==> src/rtl/core/napt_pkg.sv <==
// Shared types and constants for the NAPT port translation table.
// Used by the entry cell and by the top level; depends on nothing else.
package napt_pkg;

    // Width of an entry index carried along the cell row.
    localparam int IDX_W = 8;

    // Range of external ports handed out to new mappings.
    localparam int unsigned PORT_FIRST = 32768;
    localparam int unsigned PORT_END   = 61000;

    // IP protocol numbers that get translated.
    localparam logic [7:0] PROTO_TCP = 8'd6;
    localparam logic [7:0] PROTO_UDP = 8'd17;

    // Result status codes.
    localparam logic [2:0] ST_TRANSLATED = 3'd0;
    localparam logic [2:0] ST_BYPASS     = 3'd1;
    localparam logic [2:0] ST_NOT_TCPUDP = 3'd2;
    localparam logic [2:0] ST_NO_ENTRY   = 3'd3;
    localparam logic [2:0] ST_TABLE_FULL = 3'd4;

    // Configuration register indexes.
    typedef enum logic [2:0] {
        REG_WAN_ADDRESS,
        REG_LAN_SUBNET,
        REG_LAN_NETMASK,
        REG_LAN_CHECK_ENABLE,
        REG_TIMEOUT_MS
    } reg_idx_t;

    // Sequencer states.
    typedef enum logic [2:0] {
        S_IDLE,
        S_LOOKUP,
        S_CREATE,
        S_WRITE,
        S_FINISH
    } state_t;

    // Search key, held steady while one beat is worked on.
    typedef struct packed {
        logic        from_wan;
        logic        tbl;
        logic [31:0] src_addr;
        logic [15:0] src_port;
        logic [15:0] dst_port;
        logic [31:0] now_ms;
        logic [31:0] timeout_ms;
    } key_t;

    // Probe that walks along the row of cells, one cell per cycle.
    typedef struct packed {
        logic             active;
        logic             create;
        logic             hit;
        logic [31:0]      hit_addr;
        logic [15:0]      hit_port;
        logic [15:0]      hit_ext;
        logic             free_found;
        logic [IDX_W-1:0] free_idx;
    } probe_t;

    // Write of a new mapping, broadcast to all cells.
    typedef struct packed {
        logic             en;
        logic             tbl;
        logic [IDX_W-1:0] idx;
        logic [31:0]      inner_addr;
        logic [15:0]      inner_port;
        logic [15:0]      ext_port;
        logic [31:0]      now_ms;
    } wr_t;

endpackage

==> src/rtl/core/napt_cell.sv <==
// One entry slot of the mapping tables, holding the TCP and the UDP entry.
// Depends on napt_pkg for the key, probe and write types.
module napt_cell
    import napt_pkg::*;
#(
    parameter int BITMAP_W = 33
)
(
    input  logic                clk,
    input  logic                rst_n,
    input  logic [IDX_W-1:0]    cell_idx,
    input  key_t                key,
    input  wr_t                 wr,
    input  probe_t              probe_in,
    input  logic [BITMAP_W-1:0] bitmap_in,
    output probe_t              probe_out,
    output logic [BITMAP_W-1:0] bitmap_out
);

    logic [1:0]  valid_reg;
    logic [31:0] inner_addr_reg [2];
    logic [15:0] inner_port_reg [2];
    logic [15:0] ext_reg [2];
    logic [31:0] last_reg [2];

    probe_t              probe_reg;
    probe_t              probe_next;
    logic [BITMAP_W-1:0] bitmap_reg;
    logic [BITMAP_W-1:0] bitmap_next;

    logic        v;
    logic [31:0] age;
    logic        expired;
    logic        live;
    logic        match;
    logic        clear;
    logic        touch;
    logic        wr_here;

    // Ageing, matching, free-slot and used-port tracking for the visited entry.
    always_comb
    begin
        v       = valid_reg[key.tbl];
        age     = key.now_ms - last_reg[key.tbl];
        expired = v && (age >= key.timeout_ms);
        live    = v && !expired;
        if (key.from_wan)
        begin
            match = (ext_reg[key.tbl] == key.dst_port);
        end
        else
        begin
            match = (inner_addr_reg[key.tbl] == key.src_addr) &&
                    (inner_port_reg[key.tbl] == key.src_port);
        end

        probe_next  = probe_in;
        bitmap_next = bitmap_in;
        clear       = 1'b0;
        touch       = 1'b0;

        if (probe_in.active && (probe_in.create || !probe_in.hit))
        begin
            clear = expired;
        end

        if (probe_in.active && !probe_in.create && !probe_in.hit && live && match)
        begin
            probe_next.hit      = 1'b1;
            probe_next.hit_addr = inner_addr_reg[key.tbl];
            probe_next.hit_port = inner_port_reg[key.tbl];
            probe_next.hit_ext  = ext_reg[key.tbl];
            touch               = 1'b1;
        end

        if (probe_in.active && probe_in.create)
        begin
            if (!live)
            begin
                probe_next.free_found = 1'b1;
                probe_next.free_idx   = cell_idx;
            end
            for (int j = 0; j < BITMAP_W; j++)
            begin
                if (ext_reg[key.tbl] == 16'(PORT_FIRST + j))
                begin
                    bitmap_next[j] = 1'b1;
                end
            end
        end
    end

    assign wr_here = wr.en && (wr.idx == cell_idx);

    // Valid bits, external ports, the probe stage and its port bitmap are reset.
    always_ff @(posedge clk or negedge rst_n)
    begin
        if (!rst_n)
        begin
            valid_reg  <= '0;
            ext_reg[0] <= '0;
            ext_reg[1] <= '0;
            probe_reg  <= '0;
            bitmap_reg <= '0;
        end
        else
        begin
            probe_reg  <= probe_next;
            bitmap_reg <= bitmap_next;
            if (wr_here)
            begin
                valid_reg[wr.tbl] <= 1'b1;
                ext_reg[wr.tbl]   <= wr.ext_port;
            end
            else if (clear)
            begin
                valid_reg[key.tbl] <= 1'b0;
            end
        end
    end

    // Entry contents without reset.
    always_ff @(posedge clk)
    begin
        if (wr_here)
        begin
            inner_addr_reg[wr.tbl] <= wr.inner_addr;
            inner_port_reg[wr.tbl] <= wr.inner_port;
            last_reg[wr.tbl]       <= wr.now_ms;
        end
        else if (touch)
        begin
            last_reg[key.tbl] <= key.now_ms;
        end
    end

    assign probe_out  = probe_reg;
    assign bitmap_out = bitmap_reg;

endmodule

==> config.mk <==
export PLATFORM = sky130hd
export DESIGN_NAME = napt_cell
export DESIGN_NICKNAME = d
export VERILOG_FILES = /design/src/rtl/core/napt_pkg.sv /design/src/rtl/core/napt_cell.sv
export SDC_FILE = /design/constraint.sdc
export NUM_CORES = 1
export LEC_CHECK = 0
export ABC_CLOCK_PERIOD_IN_PS = 6700
export BUFFER_PORTS_ARGS = -buffer_cell sky130_fd_sc_hd__buf_2
export CORE_ASPECT_RATIO = 1.1
export CORE_MARGIN = 5
export CORE_UTILIZATION = 50
export CTS_BUF_LIST = sky130_fd_sc_hd__clkbuf_8
export CTS_CLUSTER_SIZE = 16
export DETAILED_ROUTE_END_ITERATION = 10
export HOLD_SLACK_MARGIN = 0.12
export PLACE_DENSITY_LB_ADDON = 0.25
export SETUP_SLACK_MARGIN = 0.5
export SLEW_MARGIN = 20
export SYNTH_ARGS = -nofsm -noshare
export SYNTH_HDL_FRONTEND = slang
export SYNTH_SLANG_ARGS = --single-unit
==> constraint.sdc <==
create_clock -name clk -period 6.7 [get_ports clk]
set_input_delay 1.005 -clock clk [delete_from_list [all_inputs] [get_ports clk]]
set_output_delay 1.005 -clock clk [all_outputs]
set_load 0.02 [all_outputs]
# Word level (Yosys, flattened, before mapping)
# Memories as Yosys holds them, arrays and structs flattened.
# Index checks and enable logic that the tools add are counted.
[op_classes] n_bitwise=5 eq_ne=37 n_lt_le_gt_ge=8 reduce_logical=19 n_mux=62 add_sub_neg=1
[ops] cell="$eq A16 B16 Y1 const B" n=33
[ops] cell="$mux W65" n=1
[ops] cell="$mux W16" n=4
[ops] cell="$mux W1" n=47
[ops] cell="$mux W33" n=1
[ops] cell="$bwmux W32" n=1
[ops] cell="$eq A16 B16 Y1" n=2
[ops] cell="$eq A32 B32 Y1" n=1
[ops] cell="$ge A32 B32 Y1" n=1
[ops] cell="$mux W32" n=1
[ops] cell="$reduce_or A32 Y1" n=1
[ops] cell="$sub A32 B32 Y32" n=1
[ops] cell="$mux W9" n=2
[ops] cell="$demux W16 S1" n=1
[ops] cell="$logic_and A1 B1 Y1" n=13
[ops] cell="$eq A8 B8 Y1" n=1
[ops] cell="$ge A2 B2 Y1 const B" n=2
[ops] cell="$lt A1 B2 Y1 const B" n=2
[ops] cell="$mux W2" n=2
[ops] cell="$not A1 Y2" n=2
[ops] cell="$logic_not A1 Y1" n=3
[ops] cell="$and A2 B2 Y2" n=1
[ops] cell="$demux W1 S1" n=2
[ops] cell="$ge A1 B1 Y1 const B" n=2
[ops] cell="other kinds (5)" n=5
[word_totals] register_bits=143 wordCells=147 memories=3 out_inout_bits=109 mem_bits_rw=160
[memory_table] memory="inner_addr_reg" words=2 width=32 read_ports=1 rd_ports_with_merged_regs=0 wr=1 line="napt_cell.sv:21" rtl="logic [31:0] inner_addr_reg [2];"
[memory_table] memory="last_reg" words=2 width=32 read_ports=1 rd_ports_with_merged_regs=0 wr=1 line="napt_cell.sv:24" rtl="logic [31:0] last_reg [2];"
[memory_table] memory="inner_port_reg" words=2 width=16 read_ports=1 rd_ports_with_merged_regs=0 wr=1 line="napt_cell.sv:22" rtl="logic [15:0] inner_port_reg [2];"

# Depth between registers and ports, before layout
# Gate-level depths: netlist of run 1.
# An unclocked memory read counts as a cell.
[depth] ltp_word=14 mapped_depth=30 depth_no_buf=23

# Least setup slack after synthesis of run 1
# OpenSTA, ideal clock, no wires.
[synth_path] path_kind="input to register" startpoint="in key[128] in the netlist's numbering" endpoint="mem last_reg[0][0], enable pin" path_buffers=6 t_arrival_ns=6.980 setup_slack_ns=-0.668 required_time_ns=6.312 cell_stages=25 path_cell_list="buf_6 -> buf_2 -> buf_2 -> buf_2 -> buf_1 -> clkbuf_1 -> mux2i_1 -> ha_1 -> and4_1 -> nand3_1 -> or3_1 -> o21ai_0 -> nand4_1 -> a21oi_1 -> nor4_1 -> nor4_1 -> ha_1 -> nand3_1 -> or3_1 -> a211oi_1 -> nor3_1 -> o211a_1 -> o2111a_2 -> nor2b_1 -> a21o_1"
[synth_via] elab_chain_cells=14 elab_cells_between_ends=28
[synth_rtl] item="from (decl)" line="napt_cell.sv:12" rtl="input key_t key,"
[synth_rtl] item="$mem_v2 Z2 W32"
[synth_rtl] item="$sub A32 B32 Y32" line="napt_cell.sv:44" rtl="age = key.now_ms - last_reg[key.tbl];"
[synth_rtl] item="$ge A32 B32 Y1" line="napt_cell.sv:45" rtl="expired = v && (age >= key.timeout_ms);"
[synth_rtl] item="$logic_and A1 B1 Y1" line="napt_cell.sv:45"
[synth_rtl] item="$logic_not A1 Y1" line="napt_cell.sv:46" rtl="live = v && !expired;"
[synth_rtl] item="$logic_and A1 B1 Y1" line="napt_cell.sv:46"
[synth_rtl] item="$logic_and A1 B1 Y1 (2 in series)" line="napt_cell.sv:67" rtl="if (probe_in.active && !probe_in.create && !probe_in.hit && live && match)"
[synth_rtl] item="$mux W1" line="napt_cell.sv:67"
[synth_rtl] item="$mux W1" line="napt_cell.sv:131" rtl="else if (touch)"
[synth_rtl] item="$mux W1" line="napt_cell.sv:125" rtl="if (wr_here)"
[synth_rtl] item="$mux W1 (not written as such)" line="napt_cell.sv:133" rtl="last_reg[key.tbl] <= key.now_ms;"
[synth_rtl] item="$reduce_or A32 Y1 (no line)"
[synth_rtl] item="$mux W1 (no line)"
[synth_rtl] item="to (decl)" line="napt_cell.sv:24"
# Parallel ways exist; a longest one is shown, timed or not. The select of a mux whose other input is x is not followed.

# Worst setup path in the final report of run 1
[layout_path] startpoint="in key[128] in the netlist's numbering" endpoint="mem last_reg[1][24], enable pin"
# Same word-level chain as after synthesis.

==> results.yml, run 1 <==
critical_path:
  timing.rr.start: "last_reg[1][0]$_DFFE_PP_"
  r2r_slack_ns: 1.28
  worstPathRequired_ns: 6.88
  crit_fanout: 32
  slowest_stage: "a21o_2"
  crit_path_start_kind: "input port"
  r2r_cells: 23
  worstPathCellList: "buf_6 > buf_4 > mux2i_1 > ha_1 > and4_1 > nand3_1 > or3_1 > o21ai_1 > nand4_1 > a21oi_1 > nor4_1 > nor4_1 > ha_1 > nand3_1 > or3_1 > a211oi_1 > nor3_1 > o211a_1 > o2111a_2 > nor2b_1 > a21o_2"
  worst-setup-path-type: "input port to flop"
  cp_slowest_stage_delay_ns: 0.72
  timing.rr.end: "last_reg[1][24]$_DFFE_PP_"
  end_kind: "flop"
  critical_path_arrival_ns: 6.06
global_routing:
  antenna_found_initial: 14
  grt_pass1_vias: 11900
  grt_overflow: 0
  track_usage: 0.250
  grt_first_pass_wirelength_um: 64500
  grt_start_max_net_pins: 130
route:
  wirelength_um: 42100
  drtPass1Iterations: 5
  ant_nets: 0
  vias: 11100
  drtIter0Drc: 538
  avgRoutedWirePerCell_um: 20.2
  viasPerCell: 5.32
  drc: 0
power:
  vdd_drop_max_v: 0.000181
  powerDensity_mw_per_mm2: 229
  power_uw: 4200
  cellLeakagePower_uw: 0.00861
floorplanning:
  rows: 65
  fp.dieW_um: 173
  start_util: 0.508
  core_sq_mm: 0.0288
  die_area_sq_mm: 0.0328
  die_h_um: 189
  boundaryPins: 464
sta:
  drv_slew: 0
  finalCriticalPeriod_ns: 5.88
  setup_viol: 0
  tns_ns: 0
  rsz0062_at_grt: "true"
  worst_slew_pin_slew_ns: 0.919
  slew_headroom: 0.387
  hold_viol: 0
  fin_skew_ns: 0.0228
  fmax_ghz: 0.170
  min_period_over_period: 0.877
clock_tree:
  post_cts_buffers: 0
  cts.sinks: 303
  path_clk_slew_ns: 0.06
  cts_buffer_depth: 3
  cts_buffers: 50
  cts_root_buffer: "clkbuf_8"
  cts_tree: "built"
  ctsHoldBuffers: 0
  htree_levels: 2
  postCtsResizedCells: 0
  insertion_delay_ns: 0.57
final_layout:
  final_common_cell: "buf_2"
  final_cell_mix: "buf_2, edfxtp_1, dfrtp_1"
  register_area_sq_mm: 0.00838
  drive_gt1_frac: 0.349
  fin_nets: 2090
  multi_input_area_sq_mm: 0.00591
  nFillCells: 2310
  syn2layout_area_growth_pct: 25.5
  largest_reg_flops: 76
synthesis:
  async_reset_ff_frac: 0.472
  synth_seq_cells: 303
  synth_nets: 1599
  synth.top_cell.area_share: 0.329
  syn_area_per_cell_sq_um: 12.4
  yosysSeqAreaShare: 0.573
  synth_top_cell_by_area: "edfxtp_1"
  syn_inst: 1179
  yosys_warnings: 0
  ys.flop_type: "edfxtp_1"
  synth_cell_types: 54
  yosys-top-cells-area: "edfxtp_1, dfrtp_1, mux2i_1"
  synth_enable_flop_cells: 160
  syn_area_sq_mm: 0.0146
worst_hold_path:
  hp-class: "flop to flop"
  hold_depth: 2
  hold_start: "ext_reg[1]$_DFFE_PN0P_"
  worstHoldEndpoint: "ext_reg[1]$_DFFE_PN0P_"
flow_run:
  cap_violations: 0
place:
  gp_congestion: 0.919
  hpwl_um: 32400
  portBuffers: 463
run_status:
  status: "finished clean"
==> final cells by class <==
cell class                      instances  area share
Antenna cell                            7    0.000954
Clock buffer                           58      0.0435
Clock inverter                         34     0.00975
Inverter                               42     0.00859
Multi-Input combinational cell        796       0.322
Sequential cell                       303       0.457
Tap cell                              368      0.0251
Timing Repair Buffer                  477       0.133
==> power by group <==
part | total, uW | switching, uW | internal [uW] | leakage, uW
combinational | 598 | 330 | 269 | 0.00486
clock | 1570 | 740 | 829 | 0.000571
sequential | 2030 | 16.6 | 2010 | 0.00318
total | 4200 | 1090 | 3110 | 0.00861
==> worst max path at each step <==
| stage | from | to | depth (start not counted) |
|---|---|---|---|
| 3_5_place_dp | key[128] | last_reg[0][13]$_DFFE_PP_ | 21 |
| 3_3_place_gp | key[128] | last_reg[0][15]$_DFFE_PP_ | 23 |
| 5_1_grt | key[128] | last_reg[1][11]$_DFFE_PP_ | 21 |
| 6_report | key[128] | last_reg[1][24]$_DFFE_PP_ | 21 |
| 2_1_floorplan | key[128] | last_reg[0][21]$_DFFE_PP_ | 29 |
| 4_1_cts | key[128] | last_reg[0][18]$_DFFE_PP_ | 21 |
==> cells by family (layout without fill, tap and decap cells) <==
group,Yosys count,after routing,synth area share
AOI/OAI and AO/OA,216,216,0.0909
DFF,303,303,0.573
muxes,156,156,0.112
xor gates and xnor gates,98,98,0.0587
and+or+nand+nor,261,261,0.0831
adders and majority gates,65,65,0.0561
buffers and inverters,80,611,0.0255
other,0,7,0
==> worst max-delay path, delay by kind of cell <==
family	cells	cell delay, ns
AND/OR/NAND/NOR	10	2.06
buffers and inverters	2	0.46
multiplexers	1	0.09
adder cells (fa/ha/maj)	2	0.69
AO/OA/AOI/OAI	6	1.71
==> Yosys cell counts, types with 30 or more instances <==
cell,count
a21o_1,47
a21oi_1,104
dfrtp_1,143
edfxtp_1,160
ha_1,64
inv_1,42
mux2_1,30
mux2_2,31
mux2i_1,93
nand2_1,72
nor2_1,87
xnor2_1,74
==> metal layers <==
| metal | GRT usage | vias to the layer above | share of wire |
|---|---|---|---|
| met2 | 0.446 | 417 | 0.51 |
| met5 | 0 | - | 0.0025 |
| li1 | - | 5269 | - |
| met3 | 0.0787 | 92 | 0.079 |
| met1 | 0.284 | 5305 | 0.38 |
| met4 | 0.0866 | 16 | 0.030 |
==> through the flow <==
stage / std cells / util / instance area [sq um] / hold slack [ns] / worst slack, ns
floorplan: 1179 / - / 14700 / 0.433 / 0.508
global placement: 1986 / 0.603 / 17400 / 0.443 / 0.378
detailed placement: 1986 / 0.603 / 17400 / 0.460 / 0.280
CTS: 2078 / 0.637 / 18300 / 0.474 / 0.874
global route: 2083 / 0.637 / 18400 / 0.523 / 0.407
finish: 2085 / 0.638 / 18400 / 0.474 / 0.821
(Power assumes the default switching activity.)
==> run 2, diff against run 1 <==
ABC_CLOCK_PERIOD_IN_PS = 6900   (was 6700)
clock period = 6.9 ns   (was 6.7 ns; I/O delays follow)
==> run 2 against run 1 <==
Against the previous run: non-clock buffer count grew 1; clock power shrank 5%; routed wire length grew 0.46%; count of clock-buffer cells in the layout shrank 2; register-to-register slack lost 0.05 ns; clock skew shrank 0.0077 ns; total power shrank 3.5%; critical path depth grew 3; worst hold slack lost 0.0062 ns; first-iteration DRC count grew 4.1%; combinational power shrank 1%; flip-flop and latch count is the same.
==> results.yml, run 2 (same netlist as run 1, synthesis figures left out) <==
run_status:
  status: "finished clean"
critical_path:
  worstPathRequired_ns: 7.07
  worstPathCellList: "buf_6 > mux2_2 > ha_1 > inv_1 > fa_1 > a211oi_2 > o21ai_1 > nand4_1 > a211oi_1 > nor3_1 > o21ai_1 > a21o_1 > a21oi_1 > xnor2_1 > ha_1 > and3_1 > nand3_1 > or3_1 > a211oi_1 > nor3_1 > o211a_1 > o2111a_2 > nor2b_1 > a21o_2"
  r2r_slack_ns: 1.23
  timing.rr.end: "last_reg[1][12]$_DFFE_PP_"
  cp_slowest_stage_delay_ns: 0.75
  critical_path_arrival_ns: 6.29
  crit_path_start_kind: "input port"
  timing.rr.start: "last_reg[1][0]$_DFFE_PP_"
  worst-setup-path-type: "input port to flop"
  r2r_cells: 23
  crit_fanout: 32
  end_kind: "flop"
  slowest_stage: "a21o_2"
sta:
  fmax_ghz: 0.163
  fin_skew_ns: 0.0151
  tns_ns: 0
  finalCriticalPeriod_ns: 6.12
  rsz0062_at_grt: "false"
  hold_viol: 0
  worst_slew_pin_slew_ns: 0.903
  min_period_over_period: 0.887
  setup_viol: 0
  slew_headroom: 0.398
  drv_slew: 0
worst_hold_path:
  hold_start: "ext_reg[0]$_DFFE_PN0P_"
  hold_depth: 2
  hp-class: "flop to flop"
  worstHoldEndpoint: "ext_reg[0]$_DFFE_PN0P_"
final_layout:
  drive_gt1_frac: 0.348
  fin_nets: 2089
  post-route-util: 0.638
  final_common_cell: "buf_2"
  final_cell_mix: "buf_2, edfxtp_1, dfrtp_1"
  largest_reg_flops: 76
  syn2layout_area_growth_pct: 25.6
  stdcell_area_sq_mm: 0.0184
route:
  ant_nets: 0
  vias: 11200
  viasPerCell: 5.36
  wirelength_um: 42300
  avgRoutedWirePerCell_um: 20.3
  drtPass1Iterations: 5
  drtIter0Drc: 560
  drc: 0
clock_tree:
  cts_tree: "built"
  cts_root_buffer: "clkbuf_8"
  postCtsResizedCells: 0
  path_clk_slew_ns: 0.06
  cts_buffer_depth: 3
  cts_buffers: 48
  cts.sinks: 303
  insertion_delay_ns: 0.56
  htree_levels: 2
floorplanning:
  boundaryPins: 464
  die_h_um: 189
  die_area_sq_mm: 0.0328
  rows: 65
  core_sq_mm: 0.0288
  fp.dieW_um: 173
  start_util: 0.508
power:
  cellLeakagePower_uw: 0.00861
  vdd_drop_max_v: 0.000173
  pwr-share-seq: 0.486
  pwr-share-comb: 0.146
  powerDensity_mw_per_mm2: 220
  swShare: 0.260
  power_switching_uw: 1050
  p_clk_frac: 0.368
  p_int_uw: 3000
global_routing:
  grt_overflow: 0
  track_usage: 0.249
  grt_first_pass_wirelength_um: 64400
  antenna_found_initial: 7
  grt_pass1_vias: 11800
  grt_start_max_net_pins: 130
place:
  place_area_sq_mm: 0.0174
  portBuffers: 463
  gp_congestion: 0.910
  hpwl_um: 32200
flow_run:
  cap_violations: 0
run 2: how the worst max path moves through the flow:
stage,startpoint,end,cells after the start
after detailed placement,key[128],last_reg[1][12]$_DFFE_PP_,24
after global routing,key[128],last_reg[1][7]$_DFFE_PP_,24
after CTS,key[128],last_reg[0][12]$_DFFE_PP_,24
final,key[128],last_reg[1][12]$_DFFE_PP_,24
after floorplan,key[128],last_reg[0][21]$_DFFE_PP_,30
after global placement,key[128],last_reg[0][0]$_DFFE_PP_,24
run 2: critical path, delay by kind of cell:
family                     cells  cell delay (ns)
xor gates and xnor gates       1             0.14
muxes                          1             0.37
AOI/OAI and AO/OA             10             2.56
and+or+nand+nor                7             1.14
adders and majority gates      3             0.73
buffers and inverters          2             0.28
run 2: power groups by stage:
stage	Combinational, uW	Sequential (uW)	Clock [uW]
floorplan	286	2050	0
global placement	575	2000	0
detailed placement	588	2000	0
CTS	592	1970	1520
global route	649	1970	1620
finish	590	1970	1490
run 2: stage by stage:
stage | instances | setup WS, ns | total power, uW | hold slack [ns]
global placement | 1985 | 0.137 | 2580 | 0.446
floorplan | 1179 | 0.528 | 2330 | 0.433
finish | 2082 | 0.781 | 4050 | 0.468
CTS | 2075 | 0.587 | 4080 | 0.470
detailed placement | 1985 | 0.0256 | 2590 | 0.456
global route | 2080 | 0.554 | 4240 | 0.516
run 2: timing repair:
item / 4_1_cts / 5_1_grt
setup endpoints to repair: 0 / 32
setup buffers: 0 / 1
hold buffers: 0 / 0
run 2: layer usage:
| layer | up-vias | GRT usage | routed length [um] |
|---|---|---|---|
| li1 | 5274 | - | - |
| met1 | 5349 | 0.302 | 16200 |
| met2 | 459 | 0.435 | 21400 |
| met3 | 75 | 0.0657 | 3390 |
| met4 | 8 | 0.0847 | 1200 |
| met5 | - | 0 | 47 |
run 2: final cells by class:
| cell class | instances | area, sq um |
|---|---|---|
| fillers | 2334 | 10400 |
| flip-flops and latches | 303 | 8380 |
| multi-input cells | 796 | 5910 |
| repair buffers | 478 | 2500 |
| clock buffers | 56 | 771 |
| well taps | 368 | 460 |
| clock inverters | 34 | 179 |
| inverters | 42 | 158 |
| diodes | 5 | 12.5 |
==> run 3, diff against run 2 <==
CORE_AREA = 5 5 179 181   (was default)
CORE_ASPECT_RATIO = default   (was 1.1)
CORE_MARGIN = default   (was 5)
CORE_UTILIZATION = default   (was 50)
DIE_AREA = 0 0 184 186   (was default)
==> run 3 against run 2 <==
Against the previous run: worst hold slack improved by 0.0012 ns; clock power rose by 19%; count of clock-buffer cells in the layout rose by 9; worst setup slack improved by 0.15 ns; combinational power fell by 1%; cell area rose by 1.3%; via count fell by 0.60%; global-route usage fell by 1.1 points; critical endpoint is now last_reg[1][24]$_DFFE_PP_; largest cell class unchanged.
==> results.yml, run 3 (same netlist as run 1, synthesis figures left out) <==
place:
  hpwl_um: 33100
  gp_congestion: 0.906
  portBuffers: 463
critical_path:
  worstPathCellList: "buf_6 > buf_6 > mux2i_1 > ha_1 > a21oi_1 > o21ai_0 > a31oi_1 > a211oi_1 > nor3_1 > o21ai_2 > a21o_1 > a21oi_1 > xnor2_1 > ha_1 > and3_1 > nand3_1 > or3_1 > nor4_1 > o21ai_0 > o211a_1 > o2111a_2 > nor2b_1 > a21o_2 > buf_12"
  worst-setup-path-type: "input port to flop"
  cp_slowest_stage_delay_ns: 0.40
  crit_path_start_kind: "input port"
  crit_fanout: 22
  critical_path_arrival_ns: 6.27
  worstPathRequired_ns: 7.21
  r2r_slack_ns: 1.45
  slowest_stage: "or3_1"
  end_kind: "flop"
global_routing:
  antenna_found_initial: 14
  grt_first_pass_wirelength_um: 62800
  track_usage: 0.238
  grt_start_max_net_pins: 118
  grt_overflow: 0
  grt_pass1_vias: 11700
final_layout:
  fin_nets: 2089
  drive_gt1_frac: 0.355
  final_common_cell: "buf_2"
  register_area_sq_mm: 0.00838
  nFillCells: 2546
  largest_reg_flops: 76
  multi_input_area_sq_mm: 0.00592
  syn2layout_area_growth_pct: 27.3
  final_cell_mix: "buf_2, edfxtp_1, dfrtp_1"
power:
  cellLeakagePower_uw: 0.00868
  vdd_drop_max_v: 0.000160
  power_uw: 4330
  powerDensity_mw_per_mm2: 232
clock_tree:
  cts_tree: "built"
  cts_root_buffer: "clkbuf_8"
  cts.sinks: 303
  insertion_delay_ns: 0.57
  cts_buffers: 51
  ctsHoldBuffers: 0
  path_clk_slew_ns: 0.06
  cts_buffer_depth: 3
  htree_levels: 2
sta:
  fmax_ghz: 0.168
  slew_headroom: 0.378
  hold_viol: 0
  drv_slew: 0
  min_period_over_period: 0.865
  rsz0062_at_grt: "false"
  worst_slew_pin_slew_ns: 0.932
  setup_viol: 0
  fin_skew_ns: 0.0215
  tns_ns: 0
  finalCriticalPeriod_ns: 5.97
floorplanning:
  fp.dieW_um: 184
  die_area_sq_mm: 0.0342
  core_sq_mm: 0.0303
  start_util: 0.483
  die_h_um: 186
  rows: 64
  boundaryPins: 464
route:
  drtIter0Drc: 480
  ant_nets: 0
  drtPass1Iterations: 5
  viasPerCell: 5.24
  avgRoutedWirePerCell_um: 20.1
  vias: 11100
  wirelength_um: 42600
  drc: 0
flow_run:
  cap_violations: 0
worst_hold_path:
  hp-class: "flop to flop"
run_status:
  status: "finished clean"
==> run 3: changes by cell type in the layout (fill, tap and decap cells not counted), moves of 2 or more <==
| cell | delta |
|---|---|
| bufinv_16 | +4 |
| diode_2 | +4 |
| buf_4 | -4 |
| o21ai_1 | -2 |
| o21ai_2 | +2 |
| clkinv_1 | -2 |
| clkbuf_8 | +9 |
| inv_1 | -6 |
==> run 3: critical path: cells and delay by family <==
family / cells / cell delay, ns
adder cells (fa/ha/maj): 2 / 0.62
AND/OR/NAND/NOR: 6 / 1.34
buffers and inverters: 3 / 0.75
AO/OA/AOI/OAI: 11 / 2.17
multiplexers: 1 / 0.22
XOR/XNOR: 1 / 0.09
==> run 3: per-layer routing <==
layer / part of all wire / track usage / up-vias
met4: 0.042 / 0.111 / 10
met1: 0.37 / 0.273 / 5269
met3: 0.086 / 0.0748 / 104
met5: 0.0012 / 0 / -
li1: - / - / 5289
met2: 0.50 / 0.408 / 426
==> run 3: final timing paths <==
| path | from | end | cells past startpoint |
|---|---|---|---|
| max | key[128] | last_reg[1][24]$_DFFE_PP_ | 24 |
| min | ext_reg[0]$_DFFE_PN0P_ | ext_reg[0]$_DFFE_PN0P_ | 2 |
| max reg2reg | last_reg[1][1]$_DFFE_PP_ | last_reg[1][24]$_DFFE_PP_ | 21 |
| min reg2reg | ext_reg[0]$_DFFE_PN0P_ | ext_reg[0]$_DFFE_PN0P_ | 2 |
| max in group asynchronous | rst_n | probe_out[24]$_DFF_PN0_ | 2 |
| min in group asynchronous | rst_n | bitmap_out[17]$_DFF_PN0_ | 1 |
==> run 3: power breakdown <==
group          internal [uW]  switching [uW]
registers               1950            16.9
logic                    260             324
clock network           1040             735
==> run 3: area by class of cell <==
class / count / share of cell area
multi-input cells: 796 / 0.318
well taps: 396 / 0.0266
clock inverters: 30 / 0.0145
clock buffers: 65 / 0.0481
repair buffers: 475 / 0.133
inverters: 42 / 0.00847
flip-flops and latches: 303 / 0.450
diodes: 9 / 0.00121
==> run 3: stage by stage <==
step	cell area (sq um)	hold slack (ns)	instances	utilization	setup slack, ns
4_1_cts	18600	0.474	2107	0.614	0.902
3_3_place_gp	17400	0.450	2012	0.575	0.555
5_1_grt	18600	0.499	2114	0.615	0.536
6_report	18600	0.469	2116	0.615	0.935
2_1_floorplan	14700	0.433	1179	-	0.528
3_5_place_dp	17400	0.460	2012	0.575	0.309
==> run 3: repair_timing <==
| action | 4_1_cts | 5_1_grt |
|---|---|---|
| setup buffers | 0 | 0 |
| setup endpoints to repair | 0 | 47 |
| resized for setup | 0 | 3 |
